[src/rtl/ppc_pkg.sv]
// Shared constants and interface types for the prime parity counter.
package ppc_pkg;

	// Default widths of the value path and the running totals
	localparam int VALUE_BITS_DEF = 32;
	localparam int COUNT_BITS_DEF = 32;

	// Fixed field widths on the stream ports
	localparam int VALUE_W     = 32;
	localparam int TOTAL_W     = 32;
	localparam int IN_TDATA_W  = 32;
	localparam int OUT_TDATA_W = 104;

	// Status of the shared remainder unit
	typedef struct packed {
		logic busy;
		logic done;
	} div_stat_t;

	// Verdict handed from the trial-division sequencer to the top level
	typedef struct packed {
		logic done;
		logic prime;
	} seq_res_t;

endpackage

[src/rtl/prime_parity_counter.sv]
// Top level: stream ports, saturating totals and the result register.
//
//  channel  dir  handshake          payload
//  s_*      in   s_tvalid/s_tready  s_tdata[31:0] value, s_tlast end_of_list
//  m_*      out  m_tvalid/m_tready  m_tdata flags and totals, m_tlast list_done
//
// Negative values, values below 3 and even values are settled without the divider.
// An odd value n runs one bit-serial division per odd divisor tried, up to
// sqrt(n)/2 divisors, in a divider of width W = min(VALUE_BITS, 32).
// Reset clears the totals; a list end clears them after its result is stored.
// One result register: the next transaction is accepted while a result waits,
// and a finished item holds until the register is free.
module prime_parity_counter
	import ppc_pkg::*;
#(
	parameter int VALUE_BITS = VALUE_BITS_DEF,
	parameter int COUNT_BITS = COUNT_BITS_DEF
) (
	input  logic                   clk,
	input  logic                   arst_n,
	input  logic                   s_tvalid,
	output logic                   s_tready,
	input  logic [IN_TDATA_W-1:0]  s_tdata,  // [31:0] value
	input  logic                   s_tlast,  // end_of_list
	output logic                   m_tvalid,
	input  logic                   m_tready,
	// [0] is_even_flag, [1] is_odd_flag, [2] is_prime_flag, [3] negative_error,
	// [35:4] odd_total, [67:36] even_total, [99:68] prime_total, [103:100] zero
	output logic [OUT_TDATA_W-1:0] m_tdata,
	output logic                   m_tlast   // list_done
);

	localparam int NW    = (VALUE_BITS < VALUE_W) ? VALUE_BITS : VALUE_W;
	localparam int EXT_W = (COUNT_BITS > TOTAL_W) ? COUNT_BITS : TOTAL_W;
	localparam int PAD_W = OUT_TDATA_W - 4 - 3 * TOTAL_W;

	logic                  s_fire;
	logic                  commit;
	logic                  busy_q;
	logic                  pend_q;
	logic                  prime_q;
	logic                  neg_q;
	logic                  last_q;
	logic                  even_q;
	logic                  m_valid_q;
	logic [NW-1:0]         raw;
	logic                  raw_neg;
	logic [NW-1:0]         seq_n;
	seq_res_t              res;
	logic [COUNT_BITS-1:0] odd_cnt_q, even_cnt_q, prime_cnt_q;
	logic [COUNT_BITS-1:0] odd_nx, even_nx, prime_nx;
	logic                  odd_inc, even_inc, prime_inc;
	logic [EXT_W-1:0]      odd_ext, even_ext, prime_ext;
	logic [OUT_TDATA_W-1:0] m_data_q;
	logic                  m_last_q;

	// Input transaction and value decode
	assign s_tready = !busy_q;
	assign s_fire   = s_tvalid && s_tready;
	assign raw      = s_tdata[NW-1:0];
	assign raw_neg  = raw[NW-1];
	assign seq_n    = raw_neg ? '0 : raw;

	ppc_prime_seq #(.W(NW)) u_seq (
		.clk    (clk),
		.arst_n (arst_n),
		.start  (s_fire),
		.n      (seq_n),
		.res    (res)
	);

	// Move a finished item into the result register once it is free
	assign commit = pend_q && (!m_valid_q || m_tready);

	// Saturating totals after this item
	assign odd_inc   = !neg_q && !even_q;
	assign even_inc  = !neg_q && even_q;
	assign prime_inc = !neg_q && prime_q;
	assign odd_nx    = (odd_inc && odd_cnt_q != '1) ?
		odd_cnt_q + COUNT_BITS'(1) : odd_cnt_q;
	assign even_nx   = (even_inc && even_cnt_q != '1) ?
		even_cnt_q + COUNT_BITS'(1) : even_cnt_q;
	assign prime_nx  = (prime_inc && prime_cnt_q != '1) ?
		prime_cnt_q + COUNT_BITS'(1) : prime_cnt_q;
	assign odd_ext   = EXT_W'(odd_nx);
	assign even_ext  = EXT_W'(even_nx);
	assign prime_ext = EXT_W'(prime_nx);

	// Control: item in flight, verdict pending, result valid, totals
	always_ff @(posedge clk or negedge arst_n) begin
		if (!arst_n) begin
			busy_q      <= 1'b0;
			pend_q      <= 1'b0;
			m_valid_q   <= 1'b0;
			odd_cnt_q   <= '0;
			even_cnt_q  <= '0;
			prime_cnt_q <= '0;
		end else begin
			if (s_fire) begin
				busy_q <= 1'b1;
			end else if (commit) begin
				busy_q <= 1'b0;
			end
			if (res.done) begin
				pend_q <= 1'b1;
			end else if (commit) begin
				pend_q <= 1'b0;
			end
			if (commit) begin
				m_valid_q <= 1'b1;
			end else if (m_tready) begin
				m_valid_q <= 1'b0;
			end
			if (commit) begin
				if (last_q) begin
					odd_cnt_q   <= '0;
					even_cnt_q  <= '0;
					prime_cnt_q <= '0;
				end else begin
					odd_cnt_q   <= odd_nx;
					even_cnt_q  <= even_nx;
					prime_cnt_q <= prime_nx;
				end
			end
		end
	end

	// Item attributes captured at acceptance, verdict captured at finish
	always_ff @(posedge clk) begin
		if (s_fire) begin
			neg_q  <= raw_neg;
			last_q <= s_tlast;
			even_q <= !raw[0];
		end
		if (res.done) begin
			prime_q <= res.prime;
		end
	end

	// Result register payload
	always_ff @(posedge clk) begin
		if (commit) begin
			m_data_q <= {PAD_W'(0), prime_ext[TOTAL_W-1:0], even_ext[TOTAL_W-1:0],
				odd_ext[TOTAL_W-1:0], neg_q, prime_inc, odd_inc, even_inc};
			m_last_q <= last_q;
		end
	end

	assign m_tvalid = m_valid_q;
	assign m_tdata  = m_data_q;
	assign m_tlast  = m_last_q;

`ifndef SYNTHESIS
	a_commit_busy: assert property (@(posedge clk) disable iff (!arst_n)
		commit |-> busy_q)
		else $error("result stored with no item in flight");
	a_one_in_flight: assert property (@(posedge clk) disable iff (!arst_n)
		s_fire |=> !s_tready)
		else $error("second item accepted while one is in flight");
	a_totals_hold: assert property (@(posedge clk) disable iff (!arst_n)
		!commit |=> ($stable(odd_cnt_q) && $stable(even_cnt_q) && $stable(prime_cnt_q)))
		else $error("totals changed without a stored result");
`endif

endmodule

[src/rtl/ppc_divider.sv]
// Restoring divider: one quotient bit per cycle, shared by every trial divisor.
module ppc_divider
	import ppc_pkg::*;
#(
	parameter int W = VALUE_BITS_DEF
) (
	input  logic         clk,
	input  logic         arst_n,
	input  logic         start,
	input  logic [W-1:0] dividend,
	input  logic [W-1:0] divisor,
	output logic [W-1:0] quotient,
	output logic [W-1:0] remainder,
	output div_stat_t    stat
);

	localparam int CNT_W = $clog2(W + 1);

	logic [CNT_W-1:0] cnt_q;
	logic             done_q;
	logic [W-1:0]     rem_q;
	logic [W-1:0]     quo_q;
	logic [W:0]       rs;
	logic [W:0]       diff;

	// Shift in the next dividend bit and try the subtraction
	assign rs   = {rem_q, quo_q[W-1]};
	assign diff = rs - {1'b0, divisor};

	// Step counter and completion pulse
	always_ff @(posedge clk or negedge arst_n) begin
		if (!arst_n) begin
			cnt_q  <= '0;
			done_q <= 1'b0;
		end else if (start) begin
			cnt_q  <= CNT_W'(W);
			done_q <= 1'b0;
		end else if (cnt_q != '0) begin
			cnt_q  <= cnt_q - CNT_W'(1);
			done_q <= (cnt_q == CNT_W'(1));
		end else begin
			done_q <= 1'b0;
		end
	end

	// Partial remainder and quotient shift register
	always_ff @(posedge clk) begin
		if (start) begin
			rem_q <= '0;
			quo_q <= dividend;
		end else if (cnt_q != '0) begin
			rem_q <= diff[W] ? rs[W-1:0] : diff[W-1:0];
			quo_q <= {quo_q[W-2:0], ~diff[W]};
		end
	end

	assign quotient  = quo_q;
	assign remainder = rem_q;
	assign stat.busy = (cnt_q != '0);
	assign stat.done = done_q;

endmodule

[src/rtl/ppc_prime_seq.sv]
// Trial-division sequencer: steps odd divisors through the shared divider.
module ppc_prime_seq
	import ppc_pkg::*;
#(
	parameter int W = VALUE_BITS_DEF
) (
	input  logic         clk,
	input  logic         arst_n,
	input  logic         start,
	input  logic [W-1:0] n,
	output seq_res_t     res
);

	typedef enum logic [2:0] {
		S_IDLE   = 3'b001,
		S_LAUNCH = 3'b010,
		S_WAIT   = 3'b100
	} seq_state_t;

	seq_state_t   state_q;
	seq_res_t     res_q;
	logic [W-1:0] n_q;
	logic [W-1:0] d_q;
	logic [W-1:0] quo;
	logic [W-1:0] rem;
	div_stat_t    dstat;
	logic         div_start;
	logic         fin;
	logic         fin_prime;

	assign div_start = (state_q == S_LAUNCH);

	ppc_divider #(.W(W)) u_div (
		.clk       (clk),
		.arst_n    (arst_n),
		.start     (div_start),
		.dividend  (n_q),
		.divisor   (d_q),
		.quotient  (quo),
		.remainder (rem),
		.stat      (dstat)
	);

	// Verdict: settle the trivial cases at once, otherwise at the deciding divisor
	always_comb begin
		fin       = 1'b0;
		fin_prime = 1'b0;
		unique case (state_q)
			S_IDLE: begin
				if (start && (n < W'(3) || !n[0])) begin
					fin       = 1'b1;
					fin_prime = (n == W'(2));
				end
			end
			S_WAIT: begin
				if (dstat.done && (d_q > quo || rem == '0)) begin
					fin       = 1'b1;
					fin_prime = (d_q > quo);
				end
			end
			default: begin
			end
		endcase
	end

	// Control: iterate divisors until a verdict is reached
	always_ff @(posedge clk or negedge arst_n) begin
		if (!arst_n) begin
			state_q <= S_IDLE;
			res_q   <= '0;
		end else begin
			res_q <= '{done: fin, prime: fin_prime};
			unique case (state_q)
				S_IDLE: begin
					if (start && !fin) begin
						state_q <= S_LAUNCH;
					end
				end
				S_LAUNCH: begin
					state_q <= S_WAIT;
				end
				S_WAIT: begin
					if (dstat.done) begin
						state_q <= fin ? S_IDLE : S_LAUNCH;
					end
				end
				default: begin
					state_q <= S_IDLE;
				end
			endcase
		end
	end

	// Operand and divisor registers
	always_ff @(posedge clk) begin
		if (state_q == S_IDLE && start) begin
			n_q <= n;
			d_q <= W'(3);
		end else if (state_q == S_WAIT && dstat.done) begin
			d_q <= d_q + W'(2);
		end
	end

	assign res = res_q;

`ifndef SYNTHESIS
	a_launch_idle: assert property (@(posedge clk) disable iff (!arst_n)
		(state_q == S_LAUNCH) |-> !dstat.busy)
		else $error("divider launched while still busy");
	a_done_in_wait: assert property (@(posedge clk) disable iff (!arst_n)
		dstat.done |-> (state_q == S_WAIT))
		else $error("divider finished outside the wait state");
	a_res_idle: assert property (@(posedge clk) disable iff (!arst_n)
		res_q.done |-> (state_q == S_IDLE))
		else $error("verdict given while a test is still running");
`endif

endmodule
[config.mk]
export PLATFORM = sky130hd
export DESIGN_NAME = prime_parity_counter
export DESIGN_NICKNAME = d
export VERILOG_FILES = /design/src/rtl/ppc_pkg.sv /design/src/rtl/prime_parity_counter.sv /design/src/rtl/ppc_divider.sv /design/src/rtl/ppc_prime_seq.sv
export SDC_FILE = /design/constraint.sdc
export NUM_CORES = 1
export LEC_CHECK = 0
export BUFFER_PORTS_ARGS = -buffer_cell sky130_fd_sc_hd__buf_2
export CORE_MARGIN = 3
export CORE_UTILIZATION = 30
export DETAILED_ROUTE_END_ITERATION = 8
export GPL_TIMING_DRIVEN = 0
export PLACE_DENSITY_LB_ADDON = 0.12
export SYNTH_ARGS = -nofsm -noshare
export SYNTH_HDL_FRONTEND = slang
export SYNTH_SLANG_ARGS = --single-unit
[constraint.sdc]
create_clock -name clk -period 5.2 [get_ports clk]
set_input_delay 1.04 -clock clk [delete_from_list [all_inputs] [get_ports clk]]
set_output_delay 1.04 -clock clk [all_outputs]
set_load 0.01 [all_outputs]
==> results.md, run 1 <==
* Status: complete, no violations
* Area of the mapped netlist at 0.0181 mm^2
* Maxcap violations at 0
* EDFF count, synth at 168
* Post-CTS Hold Buffers at 0
* Fillers at 6016
* Overflow after GRT at 0
* Final Setup Violations at 0
* Io pins at 144
* Pin count of the biggest net entering global routing at 88
* Rel. slew slack at 0.0864
* Antenna violations before repair at 2
* CTS H-tree depth at 2
* Clock latency on the worst-skew pair at 550 ps
* Layout cells sized above 1 at 0.127
* First-pass iteration count of the detailed router at 5
* CP startpoint kind: flop
* Finished Cell Area at 0.0212 mm^2
* Post-DP Area at 0.0198 mm^2
* Synth top area share at 0.279
* Global-route wire length before repair at 78400 um
* CP max FO at 10
* Worst Tran Pin Value at 1360 ps
* Clk_skew at 11.7 ps
* Max Clock Freq at 267 MHz
* Setup WS pre-CTS at 1030 ps
* Async SR Flop Fraction at 0.325
* Final core utilization at 0.356
* Post-CTS Setup Inserts at 0
* Vias in the first global route at 13.7k
* Reg area at 0.00908 mm^2
* Post-DRT Antenna Nets at 0
* Sink Count at 342
* Placement row count at 89
* Gpl congestion at 0.823
* Final max-slew violation count at 0
* DR DRC count at 0
* Setup Crit Path Kind: flop to flop
* WL final at 50000 um
* Initial cell density of the core at 0.304
* Die H at 251 um
* Core area at 0.0594 mm^2
* Crit. End Element: flop
* Area of the multi-input gates at 0.00829 mm^2
* Clk root buf: clkbuf_16
* TritonCTS clock tree: built
* Yosys warns at 0
* Dpl hpwl at 36200 um
* Period utilization at 0.721
* Syn Area/Cell at 9.91 um^2
* Nets at 2119
* Pwr dens at 522 mW/mm^2
* Final min period at 3750 ps
* Main synth FF type: edfxtp_1
* Vias at 13.9k
* Synth area leaders: edfxtp_1 28%, dfrtp_1 15%, dfxtp_1 7.0%
* Register area share after synthesis at 0.503
* DR iter-0 viols at 866
* Top-count cell post-synth: nand2_1
* Unrepaired setup endpoints after global routing: no
* Total GRT Usage at 0.157
* Drt wl/cell at 17.7 um
* Die area at 0.0632 mm^2
* Area delta synth->final at 17.1%
* Leakage Power at 8.64 nW
* Max VDD drop at 0.279 mV
* Cell taking the most area after synthesis: edfxtp_1
* Vias per cell at 4.93
* Port Buf Inserts at 139
* Final WS setup at 1450 ps
* Die width at 251 um
* Synth Instances at 1824
* WP data arrival at 4160 ps
* Hold crit path type: input pin to async pin
* CTS max path bufs at 3
* Post-synth cell types at 81
* Antenna diodes at 0
* Num CTS Buffers at 42
* Yosys reg bits at 342
* Clk slew on worst S/H paths at 60 ps
* CP required at 5610 ps
* # resized after CTS at 0
* Synth top cells by count: 183 x nand2_1, 168 x edfxtp_1, 160 x nor2_1
* Hold Vio Cnt, Final at 0
[where the power goes]
group / switching, W / internal [W] / leakage, nW
sequential: 0.000373 / 0.00353 / 3.63
clock: 0.00116 / 0.00171 / 0.646
combinational: 0.00259 / 0.00167 / 4.37
[through the flow]
step / power [W] / setup TNS (ps) / instances / hold WS [ps]
3_5_place_dp: 0.00821 / 0 / 2742 / 423
6_report: 0.0110 / 0 / 2818 / 410
3_3_place_gp: 0.00818 / -90790 / 2739 / 430
2_1_floorplan: 0.00697 / 0 / 1827 / 401
5_1_grt: 0.0118 / 0 / 2818 / 414
4_1_cts: 0.0112 / 0 / 2818 / 394
[registers in the layout, indices dropped and copies added, names as in the netlist, 2 cells and up]
signal,count
u_seq.res,2
u_seq.u_div.remainder,32
u_seq.u_div.cnt_q,6
even_cnt_q,32
odd_cnt_q,32
u_seq.u_div.quotient,32
prime_cnt_q,32
u_seq.d_q,31
u_seq.n_q,31
m_tdata,100
u_seq.state_q,3
[routing by layer]
metal  share of wire  GRT usage
met3           0.040     0.0261
met2            0.48      0.272
met5         0.00046          0
met4           0.018     0.0335
met1            0.46      0.206
[worst max-delay path: stages (launching register included)]
cell,delay (ps)
edfxtp_1,550
fa_1,530
a211oi_2,300
o311ai_2,190
a211oi_1,430
o21ai_2,200
and4_4,220
a211oi_4,480
buf_4,310
nor2_1,70
a211oi_1,240
nor3_1,80
[cells in the final DEF, fill, tap and decap left out, types with 7 or more instances in the layout]
| master | n |
|---|---|
| and4_1 | 13 |
| xor2_1 | 62 |
| a21o_1 | 27 |
| edfxtp_1 | 168 |
| o31ai_1 | 9 |
| a22o_1 | 22 |
| nand2b_1 | 12 |
| ha_1 | 68 |
| mux2i_1 | 47 |
| and2_1 | 13 |
| clkbuf_16 | 43 |
| o21ai_0 | 151 |
| clkbuf_1 | 74 |
| a31oi_1 | 14 |
| dfxtp_1 | 63 |
| nand2_1 | 182 |
| a211oi_1 | 16 |
| inv_1 | 85 |
| dfrtp_1 | 110 |
| nor4_1 | 27 |
| nor2b_1 | 39 |
| nor3_1 | 50 |
| o22ai_1 | 7 |
| buf_2 | 152 |
| xnor2_1 | 86 |
| nor2_1 | 160 |
| o21ai_1 | 7 |
| a21oi_1 | 95 |
| nand4_1 | 27 |
| and3_1 | 27 |
| nand3_1 | 55 |
[layout make-up]
type | count | area share
buffer | 87 | 0.0182
clock buffer | 60 | 0.0553
clock inverter | 16 | 0.00733
inverter | 86 | 0.0155
multi-input combinational | 1312 | 0.392
sequential | 342 | 0.429
tap | 773 | 0.0457
timing repair buffer | 142 | 0.0367
[final timing paths]
| path | to | slack [ps] | cells past startpoint | from |
|---|---|---|---|---|
| setup / recovery | u_seq.u_div.remainder[21]$_SDFFE_PP0P_ | 1450 | 11 | u_seq.u_div.quotient[31]$_SDFFCE_PP0P_ |
| max in group asynchronous | u_seq.state_q[0]$_DFFE_PN1P_ | 4020 | 2 | arst_n |
| hold / removal | prime_cnt_q[26]$_DFFE_PN0P_ | 410 | 1 | arst_n |
| setup reg to reg | u_seq.u_div.remainder[21]$_SDFFE_PP0P_ | 1450 | 11 | u_seq.u_div.quotient[31]$_SDFFCE_PP0P_ |
| min in group clk | prime_q$_DFFE_PP_ | 430 | 0 | u_seq.res[0]$_DFF_PN0_ |
| hold reg to reg | prime_q$_DFFE_PP_ | 430 | 0 | u_seq.res[0]$_DFF_PN0_ |
[cells by family (layout without fill, tap and decap cells)]
group | after synthesis | in the layout | synth area share
buffers and inverters | 173 | 391 | 0.0391
DFF | 342 | 342 | 0.503
and+or+nand+nor | 645 | 645 | 0.174
other | 1 | 4 | 0.000208
AOI/OAI and AO/OA | 396 | 396 | 0.136
muxes | 50 | 50 | 0.0279
xor gates and xnor gates | 148 | 148 | 0.0717
adders and majority gates | 69 | 69 | 0.0482
(Power assumes the default switching activity.)
==> run 2: changes to the inputs <==
--- a/config.mk
+++ b/config.mk
@@ -5,6 +5,7 @@
 export SDC_FILE = /design/constraint.sdc
 export NUM_CORES = 1
 export LEC_CHECK = 0
+export ABC_AREA = 1
 export BUFFER_PORTS_ARGS = -buffer_cell sky130_fd_sc_hd__buf_2
 export CORE_MARGIN = 3
 export CORE_UTILIZATION = 30
==> constraint.sdc (replaced) <==
create_clock -name clk -period 3.7 [get_ports clk]
set_input_delay 0.74 -clock clk [delete_from_list [all_inputs] [get_ports clk]]
set_output_delay 0.74 -clock clk [all_outputs]
set_load 0.01 [all_outputs]
==> run 2 against run 1 <==
Compared with the run above:
- final area up 9.0%
- wire length up 22%
- synthesized cell count up 43%
- fmax up 20%
- final cell count up 31%
==> results.md, run 2 <==
* Status: complete, no violations
* Io pins at 144 (unchanged)
* Yosys reg bits at 342 (unchanged)
* Synth top cells by count: 837 x nand2_1, 389 x inv_1, 235 x nor2_1
* Total GRT Usage at 0.173 (+0.0168)
* Max Clock Freq at 321 MHz (+20%)
* CP cell instances: nand2_1 -> nand2_1 -> nor2_1 -> inv_1 -> clkbuf_1 -> o22ai_1
* Num CTS Buffers at 41 (-2.4%)
* Placed Cells at 3605 (+31%)
* Antenna diodes at 0 (unchanged)
* Vias at 17.2k (+24%)
* Leakage Power at 10.4 nW (+21%)
* Post-DP Area at 0.0217 mm^2 (+9.6%)
* Final Power at 0.0179 W (+62%)
* Crit Reg-Reg Startpoint: m_tvalid$_DFFE_PN0P_
* Worst r2r dst: prime_cnt_q[16]$_DFFE_PN0P_
* Top-count cell post-synth: nand2_1
* Mux cell area share after synthesis at 0.00202 (-0.0259)
* Port Buf Inserts at 139 (unchanged)
* Worst Tran Pin Value at 1170 ps (-185 ps)
* CTS max path bufs at 3 (unchanged)
* Overflow after GRT at 0 (unchanged)
* CP startpoint kind: flop
* Post-CTS Hold Buffers at 0 (unchanged)
* Final min period at 3110 ps (-635 ps)
* DR iter-0 viols at 1048 (+21%)
* Period utilization at 0.842 (+0.121)
* Rel. slew slack at 0.214 (+0.127)
* Sink Count at 342 (unchanged)
* Nets at 2899 (+37%)
* R2r setup slk at 590 ps (-860 ps)
* Pwr dens at 777 mW/mm^2 (+49%)
* Pin count of the biggest net entering global routing at 111 (+26%)
* First-pass iteration count of the detailed router at 5 (unchanged)
* Finished Cell Area at 0.0231 mm^2 (+9.0%)
* Yosys warns at 0 (unchanged)
* Vias in the first global route at 17.0k (+24%)
* WP data arrival at 3580 ps (-580 ps)
* Final max-slew violation count at 0 (unchanged)
* Synth area leaders: edfxtp_1 25%, nand2_1 16%, dfrtp_1 14%
* Crit. End Element: flop
* XOR/XNOR Fraction of Synth Area at 0.0485 (-0.0232)
* Post-CTS Setup Inserts at 0 (unchanged)
* Main synth FF type: edfxtp_1
* DR DRC count at 0 (unchanged)
* Crit-path leading delay family: simple AND/OR/NAND/NOR gates
* WL final at 61200 um (+22%)
* Simple-gate portion of the synthesized area at 0.277 (+0.103)
* Path depth of the worst reg2reg path at 6 (-5)
* Number of flip-flops in the largest register at 100 (unchanged)
* Unrepaired setup endpoints after global routing: no
* Area of the mapped netlist at 0.0199 mm^2 (+10%)
* Synth Instances at 2605 (+43%)
* Largest family of logic cells by synthesized area: simple AND/OR/NAND/NOR gates
* Post-synth cell types at 49 (-40%)
* Layout Cells excl Fill at 3681 (+31%)
* CP Buf/Inv Count at 2 (+1)
* CP max FO at 10 (unchanged)
* Drt wl/cell at 16.6 um (-6.3%)
* Area delta synth->final at 16.1%
* Slowest CP cell: nor2_1
* Gpl congestion at 0.891 (+8.3%)
* Dpl hpwl at 47800 um (+32%)
* CP required at 4160 ps (-1450 ps)
* Final Setup Violations at 0 (unchanged)
* Die width at 263 um (+4.7%)
* Layout cells sized above 1 at 0.0962 (-0.0304)
* Initial cell density of the core at 0.306 (+0.00156)
* Placement row count at 93 (+4.5%)
* Clk root buf: clkbuf_16
* Post-DRT Antenna Nets at 0 (unchanged)
* TritonCTS clock tree: built
* EDFF count, synth at 168 (unchanged)
* Cell taking the most area after synthesis: edfxtp_1
* Most frequent CP cell: nand2_1
* Hold crit path type: input pin to async pin
* Hold Vio Cnt, Final at 0 (unchanged)
* Clk_skew at 33.5 ps (+21.7 ps)
* Syn Area/Cell at 7.63 um^2 (-23%)
* Vias per cell at 4.67 (-5.2%)
* Die H at 263 um (+4.7%)
* Most common cell after layout, fill and taps aside: nand2_1
* # resized after CTS at 0 (unchanged)
* CP peak stage delay at 970 ps (+420 ps)
* Async SR Flop Fraction at 0.325 (unchanged)
* Max VDD drop at 0.405 mV (+45%)
* Register area share after synthesis at 0.457 (-0.0455)
* Antenna violations before repair at 0 (-2)
* Die area at 0.0694 mm^2 (+9.7%)
* Setup Crit Path Kind: flop to flop
* Synth Area in Compound Gates at 0.0800 (-0.0560)
* Final core utilization at 0.355 (-0.00129)
* Global-route wire length before repair at 96000 um (+22%)
* Maxcap violations at 0 (unchanged)
* Synth Area in Adders at 0.0438 (-0.00436)
* Synth top area share at 0.254 (-0.0253)
* Core area at 0.0649 mm^2 (+9.4%)
* Clock latency on the worst-skew pair at 580 ps (+30 ps)
* Most frequent cells in the layout: 837 x nand2_1, 389 x inv_1, 235 x nor2_1
* CTS H-tree depth at 2 (unchanged)
* Clk slew on worst S/H paths at 60 ps (about the same)
## run 2: worst register-to-register path, cell delays in order (launching register included)
cell	delay, ps
dfrtp_1	370
nand2_1	110
nand2_1	250
nor2_1	970
inv_1	490
clkbuf_1	520
o22ai_1	300
## run 2: how the worst max path moves through the flow
stage | start | slack (ps) | depth (start not counted) | end
global route | m_tvalid$_DFFE_PN0P_ | 370 | 6 | odd_cnt_q[8]$_DFFE_PN0P_
detailed placement | m_tready | -30 | 8 | prime_cnt_q[16]$_DFFE_PN0P_
global placement | m_tready | -920 | 7 | m_tdata[15]$_DFFE_PP_
CTS | m_tvalid$_DFFE_PN0P_ | 450 | 6 | prime_cnt_q[16]$_DFFE_PN0P_
floorplan | m_tready | 550 | 6 | m_tdata[0]$_DFFE_PP_
finish | m_tvalid$_DFFE_PN0P_ | 590 | 6 | prime_cnt_q[16]$_DFFE_PN0P_
## run 2: routing by layer
metal  GRT usage  wire length (um)  up-vias
met2       0.295             28700      338
li1            -                 -     8698
met1       0.233             28800     8100
met3      0.0251              2440       71
met4      0.0387              1230        0
met5           0                 0        -
## run 2: kinds of logic after synthesis
logic type | Yosys count
DFF | 342
xor gates and xnor gates | 110
AOI/OAI and AO/OA | 284
other | 1
buffers and inverters | 460
adders and majority gates | 69
and+or+nand+nor | 1335
muxes | 4
## run 2: final cells by class
class	count	area (um^2)
Buffer	64	327
Clock buffer	52	1090
Clock inverter	24	236
Fill cell	6957	41900
Inverter	396	1490
Multi-Input combinational cell	1806	8990
Sequential cell	342	9080
Tap cell	855	1070
Timing Repair Buffer	142	777
## run 2: power by group
group          total, W  internal (W)  switching, W
combinational   0.00768       0.00266       0.00502
sequential      0.00622       0.00531      0.000912
clock           0.00400       0.00231       0.00169
## run 2: metrics by stage
step           hold slack, ps  TNS, ps  setup slack [ps]
2_1_floorplan             401        0               547
3_3_place_gp              423  -101400              -916
6_report                 52.1        0               586
5_1_grt                  35.5        0               374
3_5_place_dp              422    -36.3             -25.5
4_1_cts                  12.3        0               446
